File: config.mk
export PLATFORM = sky130hd
export DESIGN_NAME = tuv_sqrt
export DESIGN_NICKNAME = d
export VERILOG_FILES = /design/src/rtl/core/tuv_pkg.sv /design/src/rtl/core/tuv_sqrt.sv
export SDC_FILE = /design/constraint.sdc
export NUM_CORES = 2
export LEC_CHECK = 0
export BUFFER_PORTS_ARGS = -buffer_cell sky130_fd_sc_hd__buf_4
export CORE_MARGIN = 10
export CORE_UTILIZATION = 30
export CTS_CLUSTER_DIAMETER = 150
export DETAILED_ROUTE_END_ITERATION = 8
export RECOVER_POWER = 25
export SYNTH_ARGS = -nofsm -noshare
export SYNTH_HDL_FRONTEND = slang
export SYNTH_MEMORY_MAX_BITS = 65536
export SYNTH_SLANG_ARGS = --single-unit
File: constraint.sdc
create_clock -name clk -period 3.9 [get_ports clk]
set_input_delay 0.585 -clock clk [delete_from_list [all_inputs] [get_ports clk]]
set_output_delay 0.585 -clock clk [all_outputs]
set_load 0.1 [all_outputs]
File: src/rtl/core/tuv_pkg.sv
// Shared types, constants and the arctangent table function for the texture projection block.
package tuv_pkg;

  localparam int IN_W         = 32;
  localparam int CIN_W        = 33;
  localparam int CORD_W       = 52;
  localparam int CORD_SHIFT   = 16;
  localparam int ANG_W        = 34;
  localparam int ANG_FRAC     = 24;
  localparam int MAG_W        = 33;
  localparam int SPAN_W       = 25;
  localparam int DIV_W        = 26;
  localparam int TABLE_LEN    = 32;
  localparam int RAD_W        = 64;
  localparam int ROOT_W       = 32;
  localparam int SQRT_STAGES  = 32;
  localparam int CFG_AW       = 4;
  localparam int CFG_DW       = 32;

  localparam logic [SPAN_W-1:0] U_SPAN_RESET = 25'd23592960;
  localparam logic [SPAN_W-1:0] V_SPAN_RESET = 25'd11796480;

  typedef enum logic [1:0] {
    MODE_OFF    = 2'd0,
    MODE_PLANAR = 2'd1,
    MODE_CYL    = 2'd2,
    MODE_SPH    = 2'd3
  } mode_t;

  typedef enum logic [1:0] {
    REG_MODE   = 2'd0,
    REG_U_SPAN = 2'd1,
    REG_V_SPAN = 2'd2
  } reg_idx_t;

  typedef struct packed {
    logic signed [IN_W-1:0] x;
    logic signed [IN_W-1:0] y;
    logic signed [IN_W-1:0] z;
    logic signed [IN_W-1:0] cx;
    logic signed [IN_W-1:0] cz;
  } point_t;

  // Unsigned long division by shift and subtract, used only while building the table.
  function automatic longint unsigned div_const(input longint unsigned num,
                                                input longint unsigned den);
    longint unsigned q;
    longint unsigned r;
    q = 0;
    r = 0;
    for (int b = 63; b >= 0; b--) begin
      r = (r << 1) | ((num >> b) & 64'd1);
      if (r >= den) begin
        r = r - den;
        q = q | (64'd1 << b);
      end
    end
    return q;
  endfunction

  // atan(2^-i) in degrees with 24 fraction bits, from the arctangent series.
  function automatic longint atan_deg(input int i);
    longint          acc;
    longint          term;
    longint unsigned s;
    int              sh;
    acc = 0;
    if (i == 0) begin
      return longint'(45) <<< ANG_FRAC;
    end
    for (int k = 0; k < 32; k++) begin
      sh = i * (2 * k + 1);
      if (sh < 61) begin
        term = longint'(div_const((64'd1 << 60) >> sh, 64'(2 * k + 1)));
        acc  = ((k & 1) == 1) ? acc - term : acc + term;
      end
    end
    s = longint'(acc);
    return longint'(((s >> 24) * 64'd60078979) >> 32);
  endfunction

endpackage

File: src/rtl/core/tuv_sqrt.sv
// Pipelined integer square root, one result bit per stage.
module tuv_sqrt #(
  parameter int SIDE_W = 1
) (
  input  logic                        clk,
  input  logic                        rst_n,
  input  logic                        en,
  input  logic                        vld_i,
  input  logic [tuv_pkg::RAD_W-1:0]   n_i,
  input  logic [SIDE_W-1:0]           side_i,
  output logic                        vld_o,
  output logic [tuv_pkg::ROOT_W-1:0]  root_o,
  output logic [SIDE_W-1:0]           side_o
);
  import tuv_pkg::*;

  logic [RAD_W-1:0]  rem_r  [SQRT_STAGES];
  logic [RAD_W-1:0]  root_r [SQRT_STAGES];
  logic [SIDE_W-1:0] side_r [SQRT_STAGES];
  logic              vld_r  [SQRT_STAGES];

  for (genvar s = 0; s < SQRT_STAGES; s++) begin : g_stage
    logic [RAD_W-1:0]  rem_prev;
    logic [RAD_W-1:0]  root_prev;
    logic [SIDE_W-1:0] side_prev;
    logic              vld_prev;
    logic [RAD_W-1:0]  trial;
    logic [RAD_W-1:0]  rem_nxt;
    logic [RAD_W-1:0]  root_nxt;
    localparam logic [RAD_W-1:0] BIT = RAD_W'(1) << (RAD_W - 2 - 2 * s);

    if (s == 0) begin : g_first
      assign rem_prev  = n_i;
      assign root_prev = '0;
      assign side_prev = side_i;
      assign vld_prev  = vld_i;
    end else begin : g_next
      assign rem_prev  = rem_r[s-1];
      assign root_prev = root_r[s-1];
      assign side_prev = side_r[s-1];
      assign vld_prev  = vld_r[s-1];
    end

    always_comb begin
      trial = root_prev + BIT;
      if (rem_prev >= trial) begin
        rem_nxt  = rem_prev - trial;
        root_nxt = (root_prev >> 1) + BIT;
      end else begin
        rem_nxt  = rem_prev;
        root_nxt = root_prev >> 1;
      end
    end

    always_ff @(posedge clk) begin
      if (!rst_n) begin
        vld_r[s] <= 1'b0;
      end else if (en) begin
        vld_r[s] <= vld_prev;
      end
    end

    always_ff @(posedge clk) begin
      if (en) begin
        rem_r[s]  <= rem_nxt;
        root_r[s] <= root_nxt;
        side_r[s] <= side_prev;
      end
    end
  end

  assign vld_o  = vld_r[SQRT_STAGES-1];
  assign root_o = root_r[SQRT_STAGES-1][ROOT_W-1:0];
  assign side_o = side_r[SQRT_STAGES-1];

endmodule

Yosys cells after proc, flatten, opt, wreduce, memory -nomap -nowiden
Memory sizes are Yosys's and may differ from the RTL's.
Cells that the tools add are included.
Operators by class
  add/sub/neg operators: 94
  order comparisons: 32
  bitwise operators: 32
  mux-type cells: 101
Operator list (count)
  64-bit 2-to-1 mux: 63
  64-bit >= comparator: 31
  64-bit subtractor: 31
  63-bit by 1-bit adder with 64-bit output (second input constant): 1
  63-bit by 11-bit adder with 64-bit output (second input constant): 1
  63-bit by 13-bit adder with 64-bit output (second input constant): 1
  63-bit by 15-bit adder with 64-bit output (second input constant): 1
  63-bit by 17-bit adder with 64-bit output (second input constant): 1
  63-bit by 19-bit adder with 64-bit output (second input constant): 1
  63-bit by 21-bit adder with 64-bit output (second input constant): 1
  63-bit by 23-bit adder with 64-bit output (second input constant): 1
  63-bit by 25-bit adder with 64-bit output (second input constant): 1
  63-bit by 27-bit adder with 64-bit output (second input constant): 1
  63-bit by 29-bit adder with 64-bit output (second input constant): 1
  63-bit by 3-bit adder with 64-bit output (second input constant): 1
  63-bit by 31-bit adder with 64-bit output (second input constant): 1
  63-bit by 33-bit adder with 64-bit output (second input constant): 1
  63-bit by 35-bit adder with 64-bit output (second input constant): 1
  63-bit by 37-bit adder with 64-bit output (second input constant): 1
  63-bit by 39-bit adder with 64-bit output (second input constant): 1
  63-bit by 41-bit adder with 64-bit output (second input constant): 1
  63-bit by 43-bit adder with 64-bit output (second input constant): 1
  63-bit by 45-bit adder with 64-bit output (second input constant): 1
  63-bit by 47-bit adder with 64-bit output (second input constant): 1
  46 further kinds: 113
Word-level totals
  logic and storage cells: 263
  input port bits: 69
  bits in registers: 0
  output and inout port bits: 34
  memories: 4
  memory bits (writable): 4160
Memories
  rem_r: words 32, bits a word 64, rd ports 31, clocked after memory_dff 0, wr ports 32, line tuv_sqrt.sv:17  | logic [RAD_W-1:0] rem_r [SQRT_STAGES];
  root_r: words 32, bits a word 64, rd ports 32, clocked after memory_dff 0, wr ports 32, line tuv_sqrt.sv:18  | logic [RAD_W-1:0] root_r [SQRT_STAGES];
  side_r: words 32, bits a word 1, rd ports 32, clocked after memory_dff 0, wr ports 32, line tuv_sqrt.sv:19  | logic [SIDE_W-1:0] side_r [SQRT_STAGES];
  vld_r: words 32, bits a word 1, rd ports 32, clocked after memory_dff 0, wr ports 32, line tuv_sqrt.sv:20  | logic vld_r [SQRT_STAGES];

Depth between registers and ports, before layout
  word-level depth: 4
  mapped depth: 15
  mapped depth without buffers: 13

Least setup slack after synthesis
Ideal clock, no wire load.
  kind: register -> register
  from: mem rem_r[12][52], in the netlist rem_r[1][308]
  to: mem rem_r[13][43], in the netlist rem_r[1][363] (data pin)
  data required time: 3.640 ns
  period minus slack after synthesis: 3.553 ns
  library setup time: 0.260 ns
  arrival: 3.293 ns
  buffers on the path: 1
  stages on the path, launching flop included: 11
  path slack: 0.347 ns
  cell sequence: edfxtp_1 -> or3_4 -> or3_4 -> or4_4 -> or3_4 -> or3_1 -> nor3_1 -> inv_1 -> or3_1 -> buf_6 -> mux2_4
RTL lines (line)
  start: declaration: tuv_sqrt.sv:17

==> run summary <==
Setup violations remaining at the end of the flow were counted as 0. The Yosys warning count is 0, and the width of the die is 658 um. TritonCTS built the clock tree. Net switching is 28.7% of the power.

The power per cell area is 570 mW/mm^2. Clock tree synthesis inserted a total of 288 buffers. By area, the combinational part of the netlist is dominated by simple AND/OR/NAND/NOR gates. For this run, the leading register cell type out of synthesis is sky130_fd_sc_hd__edfxtp_1.

Counting flops with a built-in enable in the synthesized netlist gives 2575. The startpoint identified for the worst hold timing path is en. Cells with a size suffix above 1 make up 10.2% of the layout. Average wire per standard cell: 16.2 um. Share of power burned in the clock network: 31.9%. The synthesized-area fraction occupied by and/or/nand/nor cells works out to 12.1%.

The critical path is of the reg -> reg type. Clock tree synthesis found a total of 2576 sinks. Summed over all layers, the global routing overflow is 0.

The xor/xnor cell area share of the yosys netlist works out to 6.43%. Clock-pin slew was measured on the worst setup and hold paths at 0.06 ns. The number of I/O port buffers is 102, and the average via count per standard cell is 4.70. The checks that failed: capacitance limit, slew limit. The type of the worst min-delay path was in -> reg. The wire-length estimate of the detail-placed layout is 194 mm.

For the number of antenna violations at the first check in global routing, the log shows 3. The data arrival time of the worst path was 4.45 ns; the maximum net fanout on the critical path was 6. The tools report the worst setup slack for register-to-register paths as 0.11 ns.

The instance count along the most critical hold path works out to 1. The tools report the data required time of the critical path as 4.57 ns. Once the floorplan was initialized, standard cells occupied 30.1% of the core. The combinational share of power was 21.9%. The analysis attributes to cell leakage a power of 0.0530 uW. Dividing the final minimum period by the clock period gives 97.1%.

After synthesis, the netlist uses 93 different library cells. The logs give 398 uV for the largest vdd supply drop and 410 mm for the wire length of the first global-routing pass. The synthesized netlist devotes 9.05% of its cell area to compound gates.

Pin placement for this block handled 103 I/O pins. The synthesis-to-layout area growth was 16.7%; the count of placed standard cells in the final layout, fillers left out was 16045. The number of maximum-capacitance violations was 1; the net count of the mapped netlist was 10307. Counting along the longest clock path gives a buffer depth of 4.

Across the routed clock network, the largest skew measured is 0.0991 ns. The share of total power dissipated in sequential elements is 46.2%. The maximum frequency from static timing analysis is 264 MHz, and the core footprint is 0.406 mm^2. The total DRC errors in the routed layout is 0, and the number of synthesized register bits is 2576. The minimum clock period after layout is 3.79 ns, and the cell count of the worst reg-to-reg path is 12. The share of flip-flops with an asynchronous set or reset was 0%. The tools report the launching instance or port of the critical path as rem_r[2][219]$_DFFE_PP_. The die is 658 um tall. Reg-to-reg critical path startpoint: rem_r[2][219]$_DFFE_PP_. Sequential-to-total area share from yosys stat: 63.3%. The floorplan step defined a die boundary enclosing 0.433 mm^2. The fraction of synthesized area in multiplexers came out at 0.612%.

The run gives 11028 as the post-layout net count. The number of placed instances with taps included was 15470; the combined area of all synthesized cells was 0.122 mm^2. The number of hold-slack violations in the final timing report came out at 0. For this run, the detailed router's first-pass iteration total came to 6. The type of origin of the critical path was a flip-flop.

CTS built an H-tree with a depth of 5. The congestion estimate from routability-driven global placement came to 0.877. Averaged over all synthesized cells, the footprint is 12.6 um^2.

The tools report the post-route antenna net violation count as 0. Entering global routing, the biggest net connects 172 pins. The adder and majority gate portion of the synthesized area is 5.72%, and the net load switching power is 23300 uW.

For the overall global routing resource usage, the log shows 11.5%. The floorplan has 234 rows. The final count of pins violating max slew is 16. Detailed routing inserted a total of 75361 vias. The worst pin sits at a relative slew slack of -2.81%. The cell count after synthesis was 9680; the via count of the first global-routing pass was 78850. After layout, the design draws a total of 81100 uW. Type of element capturing the critical path: a flip-flop.

The flow ran to the end, but the final reports show violations. The internal portion of the total power is 57800 uW. Wire length reported by the detailed router: 260 mm. For the pin with the worst max-slew slack, the measured transition is 1.54 ns.

The first routing iteration left 4084 violations. Clock tree synthesis selected as its root buffer the cell sky130_fd_sc_hd__clkbuf_16. The clock reaches the later pin of the worst-skew pair after 0.93 ns.
power groups by stage:
stage | registers, uW | clock network, uW | logic [uW]
after floorplan | 37200 | 0 | 12000
after global placement | 38000 | 0 | 17500
after detailed placement | 38000 | 0 | 17600
after CTS | 37500 | 26700 | 17800
after global routing | 37900 | 27800 | 19800
final | 37500 | 25900 | 17800
registers in the layout, summed over array words and instances (netlist names):
name	flops
rem_r	1984
root_r	528
side_r	32
vld_r	32
final timing paths:
| check | to |
|---|---|
| setup reg to reg | rem_r[2][315]$_DFFE_PP_ |
| hold / removal | side_r[0]$_DFFE_PP_ |
| hold reg to reg | side_r[12]$_DFFE_PP_ |
| setup / recovery | rem_r[2][315]$_DFFE_PP_ |
area by class of cell:
class | instances | area (um^2)
Fill cell | 39484 | 263000
Sequential cell | 2576 | 77300
Clock inverter | 154 | 1480
Clock buffer | 351 | 7490
Tap cell | 5428 | 6790
Timing Repair Buffer | 621 | 4970
Antenna cell | 1 | 2.50
Multi-Input combinational cell | 6225 | 41800
Inverter | 689 | 2590
worst max-delay path, stage by stage, from the launching register on:
cell	delay, ns
sky130_fd_sc_hd__edfxtp_1	0.40
sky130_fd_sc_hd__ha_1	0.40
sky130_fd_sc_hd__a21oi_2	0.22
sky130_fd_sc_hd__o21ai_0	0.10
sky130_fd_sc_hd__a211o_1	0.29
sky130_fd_sc_hd__a21o_1	0.26
sky130_fd_sc_hd__nor3b_1	0.21
sky130_fd_sc_hd__o41ai_2	0.46
sky130_fd_sc_hd__buf_4	0.23
sky130_fd_sc_hd__o21ai_0	0.14
sky130_fd_sc_hd__a2111oi_1	0.44
sky130_fd_sc_hd__buf_4	0.18
sky130_fd_sc_hd__xor2_1	0.19
per-stage QoR:
stage / setup WS, ns / setup TNS [ns] / hold WS (ns) / util, % / area (um^2)
finish: 0.112 / 0 / 0.127 / 35.1 / 142000
global route: -0.0792 / -0.127 / 0.0981 / 35.1 / 142000
CTS: 0.0176 / 0 / 0.0733 / 35.1 / 142000
detailed placement: -0.388 / -2.49 / 0.405 / 32.7 / 133000
global placement: -0.309 / -2.22 / 0.400 / 32.7 / 133000
floorplan: 0.347 / 0 / 0.400 / - / 122000
cells in the final DEF (no fill, tap or decap), types with 22 or more instances in the layout:
cell / instances
sky130_fd_sc_hd__a21oi_1: 633
sky130_fd_sc_hd__nand4_1: 139
sky130_fd_sc_hd__a31oi_1: 40
sky130_fd_sc_hd__clkbuf_16: 290
sky130_fd_sc_hd__nand3_1: 181
sky130_fd_sc_hd__or3_1: 83
sky130_fd_sc_hd__or2_2: 32
sky130_fd_sc_hd__clkinv_1: 60
sky130_fd_sc_hd__or4_1: 44
sky130_fd_sc_hd__edfxtp_1: 2575
sky130_fd_sc_hd__dlygate4sd3_1: 67
sky130_fd_sc_hd__nor3_1: 241
sky130_fd_sc_hd__clkbuf_4: 27
sky130_fd_sc_hd__a21o_1: 201
sky130_fd_sc_hd__clkbuf_1: 102
sky130_fd_sc_hd__a211oi_1: 47
sky130_fd_sc_hd__xor2_1: 448
sky130_fd_sc_hd__ha_1: 554
sky130_fd_sc_hd__clkinv_2: 45
sky130_fd_sc_hd__nor3b_1: 23
sky130_fd_sc_hd__o21a_1: 78
sky130_fd_sc_hd__buf_12: 22
sky130_fd_sc_hd__o31ai_1: 40
sky130_fd_sc_hd__o21bai_1: 57
sky130_fd_sc_hd__nor4_1: 349
sky130_fd_sc_hd__buf_4: 462
sky130_fd_sc_hd__inv_1: 685
sky130_fd_sc_hd__nand2b_1: 129
sky130_fd_sc_hd__nor2_1: 656
sky130_fd_sc_hd__nand2_1: 655
sky130_fd_sc_hd__mux2_2: 47
sky130_fd_sc_hd__xnor2_1: 448
sky130_fd_sc_hd__and2_1: 35
sky130_fd_sc_hd__nor2b_1: 76
sky130_fd_sc_hd__nor4b_1: 42
sky130_fd_sc_hd__o21ai_0: 461
sky130_fd_sc_hd__and3_1: 84
sky130_fd_sc_hd__o211ai_1: 30
sky130_fd_sc_hd__nand3b_1: 22
metal layers:
metal,vias up,GRT usage (%),share of wire [%]
met3,703,1.55,3.0
met1,35725,10.7,35
met5,-,0,0
met4,0,6.34,6.1
met2,1308,23.8,56
li1,37625,-,-
cell usage after synthesis, types with 181 or more instances:
master                     number  share of area (%)
sky130_fd_sc_hd__nand2_1      655                2.0
sky130_fd_sc_hd__a21oi_1      639                2.6
sky130_fd_sc_hd__xnor2_1      448                3.2
sky130_fd_sc_hd__xor2_1       448                3.2
sky130_fd_sc_hd__inv_1        685                2.1
sky130_fd_sc_hd__nor4_1       361                1.8
sky130_fd_sc_hd__nor3_1       244                1.0
sky130_fd_sc_hd__o21ai_0      465                1.9
sky130_fd_sc_hd__ha_1         558                5.7
sky130_fd_sc_hd__a21o_1       201                1.2
sky130_fd_sc_hd__nand3_1      181               0.74
sky130_fd_sc_hd__nor2_1       657                2.0
sky130_fd_sc_hd__edfxtp_1    2575                 63
kinds of logic (layout without fill, tap and decap cells):
logic type               Yosys count  count (layout)
buffers and inverters            879            1815
adder cells (fa/ha/maj)          558             558
AO/OA/AOI/OAI                   1812            1812
flip-flops                      2576            2576
XOR/XNOR                         896             896
other                              0               1
multiplexers                      65              65
AND/OR/NAND/NOR                 2894            2894
what timing repair did:
action                                  in CTS  in global routing
buffers inserted                             0                  2
endpoints found under the hold margin       67                  0
resized for setup                            8                 50
endpoints found under the setup margin      23                162
hold buffers                                67                  0
pin swaps                                    1                  5
Note: power is estimated with default switching activity, not from simulation.
